## src/hw/rtl/upd_pkg.sv

```systemverilog
// ----------------------------------------------------------------------------
// URL percent decoder package
// Beat types, character codes, rule flag positions and decode helpers.
// ----------------------------------------------------------------------------
`default_nettype none

package upd_pkg;

	// Input beat: one byte of the escaped string.
	typedef struct packed {
		logic [7:0] in_byte;
		logic       in_last;
	} in_beat_t;

	// Output beat: one byte of the decoded string.
	typedef struct packed {
		logic [7:0] out_byte;
		logic       run_last;
		logic       string_end;
	} out_beat_t;

	// What is held between input bytes.
	typedef enum logic [1:0] {
		PEND_NONE  = 2'd0,
		PEND_PCT   = 2'd1,
		PEND_DIGIT = 2'd2
	} pend_t;

	localparam int RULE_W = 5;
	localparam logic [RULE_W-1:0] RULE_RESET = 5'd1;

	// Rule flag bit positions.
	localparam int RULE_SPACE   = 1;
	localparam int RULE_SPECIAL = 2;
	localparam int RULE_CONTROL = 3;
	localparam int RULE_PLUS    = 4;

	localparam logic [7:0] CHAR_PERCENT = 8'h25;
	localparam logic [7:0] CHAR_PLUS    = 8'h2B;
	localparam logic [7:0] CHAR_SPACE   = 8'h20;
	localparam logic [7:0] CHAR_HIGH    = 8'h80;

	// Decoded bytes below 0x80 that are always released, one bit per code.
	localparam logic [127:0] ALLOW_TABLE = 128'h7FFF_FFFF_FFFF_FFFF_5FFF_F796_0000_0000;

	function automatic logic is_hex(input logic [7:0] c);
		return (c >= 8'h30 && c <= 8'h39) || (c >= 8'h41 && c <= 8'h46) ||
			(c >= 8'h61 && c <= 8'h66);
	endfunction

	function automatic logic [3:0] hex_val(input logic [7:0] c);
		logic [7:0] t;
		t = 8'h00;
		if (c >= 8'h30 && c <= 8'h39) begin
			t = c - 8'h30;
		end else if (c >= 8'h41 && c <= 8'h46) begin
			t = c - 8'h37;
		end else if (c >= 8'h61 && c <= 8'h66) begin
			t = c - 8'h57;
		end
		return t[3:0];
	endfunction

	// Whether a decoded byte may be released under the given rules.
	function automatic logic allowed(input logic [7:0] v, input logic [RULE_W-1:0] r);
		return v[7] || ALLOW_TABLE[v[6:0]] ||
			(v == CHAR_SPACE && r[RULE_SPACE]) ||
			(v > CHAR_SPACE && v < CHAR_HIGH && r[RULE_SPECIAL]) ||
			(v < CHAR_SPACE && r[RULE_CONTROL]);
	endfunction

endpackage

`default_nettype wire

```

## src/hw/rtl/url_percent_decode.sv

```systemverilog
// URL percent decoder. Bytes of an escaped string enter one beat per cycle on
// the input channel while in_ready is high; decoded bytes leave on the output
// channel, with run_last on the final byte caused by each input beat and
// string_end on the final byte of the string. An input beat yields zero to
// three output beats, and those leave one per cycle while out_ready is high
// from a three-entry result register, so the block takes one byte per cycle
// while every byte yields at most one result and the output is not stalled.
// A byte passes the input register, then the result register, before its
// first result is on the output port. cfg_data is written on its own channel;
// the user must write it only while idle, the block itself does not enforce it.
// ----------------------------------------------------------------------------
// URL percent decoder, top level
// Input register, single-pass escape decode and a draining result register.
// ----------------------------------------------------------------------------
`default_nettype none

module url_percent_decode (
	input  wire                        clk,
	input  wire                        arst_n,
	input  wire                        in_valid,
	output logic                       in_ready,
	input  wire upd_pkg::in_beat_t     in_data,
	output logic                       out_valid,
	input  wire                        out_ready,
	output upd_pkg::out_beat_t         out_data,
	input  wire                        cfg_valid,
	output logic                       cfg_ready,
	input  wire [upd_pkg::RULE_W-1:0]  cfg_data
);

	logic [upd_pkg::RULE_W-1:0] rule_q;
	logic                       valid_s1;
	upd_pkg::in_beat_t          data_s1;
	upd_pkg::pend_t             pend_q;
	logic [7:0]                 first_q;
	logic [7:0]                 res_q [3];
	logic [1:0]                 rem_q;
	logic [1:0]                 idx_q;
	logic                       end_q;

	logic                       res_free;
	logic                       adv;
	logic                       out_fire;

	// Decode results
	logic [7:0]                 slot [3];
	logic [1:0]                 res_n;
	upd_pkg::pend_t             nxt_pend;
	logic                       load_first;

	// Handshake: the result register takes a new item once it is empty or
	// its last beat leaves in this cycle.
	assign cfg_ready = 1'b1;
	assign out_fire  = out_valid && out_ready;
	assign res_free  = (rem_q == 2'd0) || (rem_q == 2'd1 && out_ready);
	assign adv       = valid_s1 && res_free;
	assign in_ready  = !valid_s1 || res_free;

	// Configuration register.
	always_ff @(posedge clk or negedge arst_n) begin
		if (!arst_n) begin
			rule_q <= upd_pkg::RULE_RESET;
		end else if (cfg_valid && cfg_ready) begin
			rule_q <= cfg_data;
		end
	end

	// Input register.
	always_ff @(posedge clk or negedge arst_n) begin
		if (!arst_n) begin
			valid_s1 <= 1'b0;
		end else if (in_ready) begin
			valid_s1 <= in_valid;
		end
	end

	always_ff @(posedge clk) begin
		if (in_ready && in_valid) begin
			data_s1 <= in_data;
		end
	end

	// Escape decode: up to two held bytes ('%' and a first digit) followed by
	// at most one byte for the current input.
	always_comb begin
		logic [7:0] b;
		logic       last;
		logic [7:0] plain_b;
		logic       f_n;
		logic [7:0] f_byte;
		upd_pkg::pend_t f_pend;
		logic [1:0] pre_n;
		logic       tail_n;
		logic [7:0] tail_b;
		logic [7:0] v;

		b      = data_s1.in_byte;
		last   = data_s1.in_last;
		v      = {upd_pkg::hex_val(first_q), upd_pkg::hex_val(b)};

		plain_b = (rule_q[upd_pkg::RULE_PLUS] && b == upd_pkg::CHAR_PLUS) ?
			upd_pkg::CHAR_SPACE : b;

		// A byte taken as fresh input: a '%' is held unless the string ends.
		f_pend = upd_pkg::PEND_NONE;
		f_n    = 1'b1;
		f_byte = plain_b;
		if (b == upd_pkg::CHAR_PERCENT) begin
			f_byte = upd_pkg::CHAR_PERCENT;
			if (!last) begin
				f_n    = 1'b0;
				f_pend = upd_pkg::PEND_PCT;
			end
		end

		pre_n      = 2'd0;
		tail_n     = f_n;
		tail_b     = f_byte;
		nxt_pend   = f_pend;
		load_first = 1'b0;

		if (rule_q == '0) begin
			// Passthrough: flush what is held, then the byte unchanged.
			tail_n   = 1'b1;
			tail_b   = b;
			nxt_pend = upd_pkg::PEND_NONE;
			case (pend_q)
				upd_pkg::PEND_PCT:   pre_n = 2'd1;
				upd_pkg::PEND_DIGIT: pre_n = 2'd2;
				default:             pre_n = 2'd0;
			endcase
		end else begin
			case (pend_q)
				upd_pkg::PEND_PCT: begin
					if (!last && upd_pkg::is_hex(b)) begin
						tail_n     = 1'b0;
						nxt_pend   = upd_pkg::PEND_DIGIT;
						load_first = 1'b1;
					end else begin
						pre_n = 2'd1;
					end
				end
				upd_pkg::PEND_DIGIT: begin
					if (upd_pkg::is_hex(b) && upd_pkg::allowed(v, rule_q)) begin
						tail_n   = 1'b1;
						tail_b   = v;
						nxt_pend = upd_pkg::PEND_NONE;
					end else begin
						pre_n = 2'd2;
					end
				end
				default: begin
					pre_n = 2'd0;
				end
			endcase
		end

		if (last) begin
			nxt_pend = upd_pkg::PEND_NONE;
		end

		slot[0] = (pre_n != 2'd0) ? upd_pkg::CHAR_PERCENT : tail_b;
		slot[1] = (pre_n == 2'd2) ? first_q : tail_b;
		slot[2] = tail_b;
		res_n   = pre_n + {1'b0, tail_n};
	end

	// Held escape state.
	always_ff @(posedge clk or negedge arst_n) begin
		if (!arst_n) begin
			pend_q  <= upd_pkg::PEND_NONE;
			first_q <= 8'h00;
		end else if (adv) begin
			pend_q <= nxt_pend;
			if (load_first) begin
				first_q <= data_s1.in_byte;
			end
		end
	end

	// Result register control: loaded with a whole item, drained a beat at
	// a time.
	always_ff @(posedge clk or negedge arst_n) begin
		if (!arst_n) begin
			rem_q <= 2'd0;
			idx_q <= 2'd0;
		end else if (adv) begin
			rem_q <= res_n;
			idx_q <= 2'd0;
		end else if (out_fire) begin
			rem_q <= rem_q - 2'd1;
			idx_q <= idx_q + 2'd1;
		end
	end

	always_ff @(posedge clk) begin
		if (adv) begin
			res_q[0] <= slot[0];
			res_q[1] <= slot[1];
			res_q[2] <= slot[2];
			end_q    <= data_s1.in_last;
		end
	end

	// Output beat.
	assign out_valid           = (rem_q != 2'd0);
	assign out_data.out_byte   = res_q[idx_q];
	assign out_data.run_last   = (rem_q == 2'd1);
	assign out_data.string_end = (rem_q == 2'd1) && end_q;

endmodule

`default_nettype wire

```

## config.mk

```make
export PLATFORM = sky130hd
export DESIGN_NAME = url_percent_decode
export DESIGN_NICKNAME = d
export VERILOG_FILES = /design/src/hw/rtl/upd_pkg.sv /design/src/hw/rtl/url_percent_decode.sv
export SDC_FILE = /design/constraint.sdc
export NUM_CORES = 1
export LEC_CHECK = 0
export ABC_CLOCK_PERIOD_IN_PS = 4700
export BUFFER_PORTS_ARGS = -buffer_cell sky130_fd_sc_hd__buf_2
export CAP_MARGIN = 5
export CORE_ASPECT_RATIO = 0.9
export CORE_MARGIN = 2
export CORE_UTILIZATION = 60
export DETAILED_ROUTE_END_ITERATION = 12
export MAX_ROUTING_LAYER = met4
export PLACE_DENSITY = 0.84
export SETUP_SLACK_MARGIN = 0.4
export SKIP_LAST_GASP = 1
export SYNTH_ARGS = -nofsm -noshare
export SYNTH_HDL_FRONTEND = slang
export SYNTH_SLANG_ARGS = --single-unit
```

## constraint.sdc

```tcl
create_clock -name clk -period 4.7 [get_ports clk]
set_clock_uncertainty 0.05 [all_clocks]
set_input_delay 0.47 -clock clk [delete_from_list [all_inputs] [get_ports clk]]
set_output_delay 0.47 -clock clk [all_outputs]
set_load 0.01 [all_outputs]
```

==> impl_metrics.json <==
{
  "outcome": "finished, final reports clean",
  "drive_above_1_share_pct": 22.5,
  "hold_class": "in2async",
  "core.rowCount": 26,
  "final_common_cell": "edfxtp_1",
  "post-route-util_pct": 66.3,
  "drtPass1Iterations": 4,
  "pwr-share-comb_pct": 31.5,
  "vdd_drop_max_mv": 0.382,
  "power.total_uw": 1600,
  "maxCapViolations": 0,
  "synth_fp_nets": 356,
  "max-slew-margin-rel_pct": 34.6,
  "finalHoldViolCount": 0,
  "p_sw_share_pct": 34.9,
  "fmax_mhz": 256,
  "fin_ws_ps": 789,
  "clk_pin_slew_ps": 100,
  "slew_violations": 0,
  "final_cell_mix": "edfxtp_1, buf_2, nand2_1, o21ai_0",
  "grt_max_degree": 28,
  "clockBufferDepth": 2,
  "reg2reg_slack_ps": 790,
  "vias_per_cell": 6.23,
  "p_int_uw": 1040,
  "crit_required_ps": 4720,
  "yosysWarnings": 0,
  "synth_area_leaders": "edfxtp_1, dfrtp_1, ha_1",
  "crit_path_max_incr_delay_ps": 560,
  "rsz0062_at_grt": "no",
  "synth.avg_cell_area_um2": 10.6,
  "worst_pin_slew_ps": 980,
  "start_util_pct": 61.2,
  "syn2layout_area_growth_pct": 8.37,
  "pwr-share-clk_pct": 19.6,
  "drc": 0,
  "grt_overflow": 0,
  "cts_tree": "done",
  "r2r_start": "data_s1[4]$_DFFE_PP_",
  "yosysTopAreaCellShare_pct": 29.8,
  "yosys_register_bits": 54,
  "critPathKind": "reg2reg",
  "crit_start": "data_s1[4]$_DFFE_PP_",
  "dieArea_um2": 6330,
  "grt_usage_pct": 26.4,
  "io_pins": 32,
  "routed_wl_um": 7520,
  "critPathMaxFanout": 10,
  "p_per_area_nw_per_um2": 430,
  "htreeDepth": 2,
  "place_hpwl_um": 5780,
  "ant_nets": 0,
  "rr_endpoint": "res_q[1][7]$_DFFE_PP_",
  "final_cell_area_um2": 3710,
  "antenna_found_initial": 0,
  "yosysSeqAreaShare_pct": 44.5,
  "dieWidth_um": 83.6,
  "synth_largest_area_cell": "edfxtp_1",
  "nets": 382,
  "num_vias": 2623,
  "place_congestion": 0.960,
  "start_kind": "register",
  "syn-cell-area_um2": 3420,
  "antenna_cells": 0,
  "portBuffers": 30,
  "synth_edf_count": 34,
  "crit_slowest_cell": "or4b_4",
  "fp.dieH_um": 75.7,
  "period_minus_slack_ps": 3910,
  "p_leak_uw": 0.00147,
  "insertion_delay_ps": 310,
  "cts_hold_buffers": 0,
  "wire_per_inst_um": 17.9,
  "placed_area_um2": 3600,
  "postCtsSetupBuffers": 0,
  "ys.flop_type": "edfxtp_1",
  "core_um2": 5600,
  "arrival_ps": 3930,
  "pwr-share-seq_pct": 48.8,
  "finalSetupViolations": 0,
  "grt_pass1_vias": 2556,
  "cts_made_buffers": 5,
  "worstPathCellList": "or4b_4 -> nor3b_4 -> a22o_1 -> ha_1 -> o22a_1 -> nor2_1 -> o221ai_1 -> o2111a_4 -> o41a_4 -> nand3_2 -> mux2_1",
  "tns_ps": 0,
  "grt_pass1_wl_um": 12500,
  "clock-sinks": 54,
  "drt_iter0_markers": 230,
  "synth_cell_types": 77,
  "synth_cells": 324,
  "cts-root-buf": "clkbuf_8",
  "cts_resized": 0,
  "p_switching_uw": 558,
  "rr_worst_depth": 11,
  "endpoint_kind": "register",
  "fin_crit_sh_pct": 83.2,
  "dp_slack_ps": 800,
  "ys_async_sr_fraction_pct": 37.0
}
-- metal layers --
metal  GRT usage, %  up-vias  wire, um
met4           12.9        0       229
met5              -        -         0
met1           33.0     1235      3230
met3           4.88       18       492
li1               -     1270         -
met2           42.4      100      3570
-- worst max path at each step --
| stage | to | slack, ps | cells past startpoint |
|---|---|---|---|
| after detailed placement | res_q[1][5]$_DFFE_PP_ | 800 | 11 |
| after global routing | res_q[1][7]$_DFFE_PP_ | 540 | 11 |
| final | res_q[1][7]$_DFFE_PP_ | 790 | 11 |
| after floorplan | res_q[1][5]$_DFFE_PP_ | 1080 | 12 |
| after CTS | res_q[1][7]$_DFFE_PP_ | 790 | 11 |
| after global placement | res_q[1][5]$_DFFE_PP_ | 910 | 11 |
-- cell usage after synthesis, types with 3 or more instances --
master and n:
mux2_2 10, o21ai_0 28, and2_1 6, o21bai_1 3
inv_1 14, o21ai_1 5, mux2i_1 9, nand2_1 29
a21o_1 3, dfrtp_1 19, nor3_1 13, clkbuf_1 5
nor2_1 19, edfxtp_1 34, ha_1 13, nand4_1 5
o31ai_1 4, nand3_1 7, nand2b_1 8, a21oi_1 14
-- registers in the layout, summed over array words and instances (netlist names) --
name	cells
res_q	24
data_s1	9
first_q	8
rule_q	5
idx_q	2
pend_q	2
rem_q	2
end_q	1
valid_s1	1
-- power by group through the flow --
stage          Clock (uW)  Combinational (uW)  Sequential [uW]
2_1_floorplan           0                 393              727
3_3_place_gp            0                 487              780
3_5_place_dp            0                 502              790
4_1_cts               317                 504              780
5_1_grt               334                 566              800
6_report              313                 503              780
-- stage by stage --
step	hold slack, ps	cells
detailed placement	405	413
global placement	403	413
floorplan	124	324
CTS	67.3	421
finish	52.5	421
global route	91.7	421
-- logic make-up (layout without fill, tap and decap cells) --
logic type,after synthesis,in the layout,share of synthesized area (%)
compound gates,86,86,18.3
xor+xnor,2,2,0.512
fa+ha+maj,13,13,4.75
buf+inv,26,53,3.58
flops,54,54,44.5
mux,21,21,6.58
other cells,1,1,0.110
simple gates,121,121,21.7
-- cell type report --
class	count	area (um^2)
fillers	444	1880
inverters	14	52.6
multi-input cells	244	1780
well taps	70	87.6
flip-flops and latches	54	1520
clock inverters	3	42.5
clock buffers	5	68.8
repair buffers	31	158
-- worst max-delay path, delay by kind of cell, from the launching register on --
kind,cells,cell delay [ps]
multiplexers,1,340
AND/OR/NAND/NOR,4,1050
flip-flops,1,550
AO/OA/AOI/OAI,5,1410
adder cells (fa/ha/maj),1,270
No activity file was read; power rests on OpenSTA's default activity.
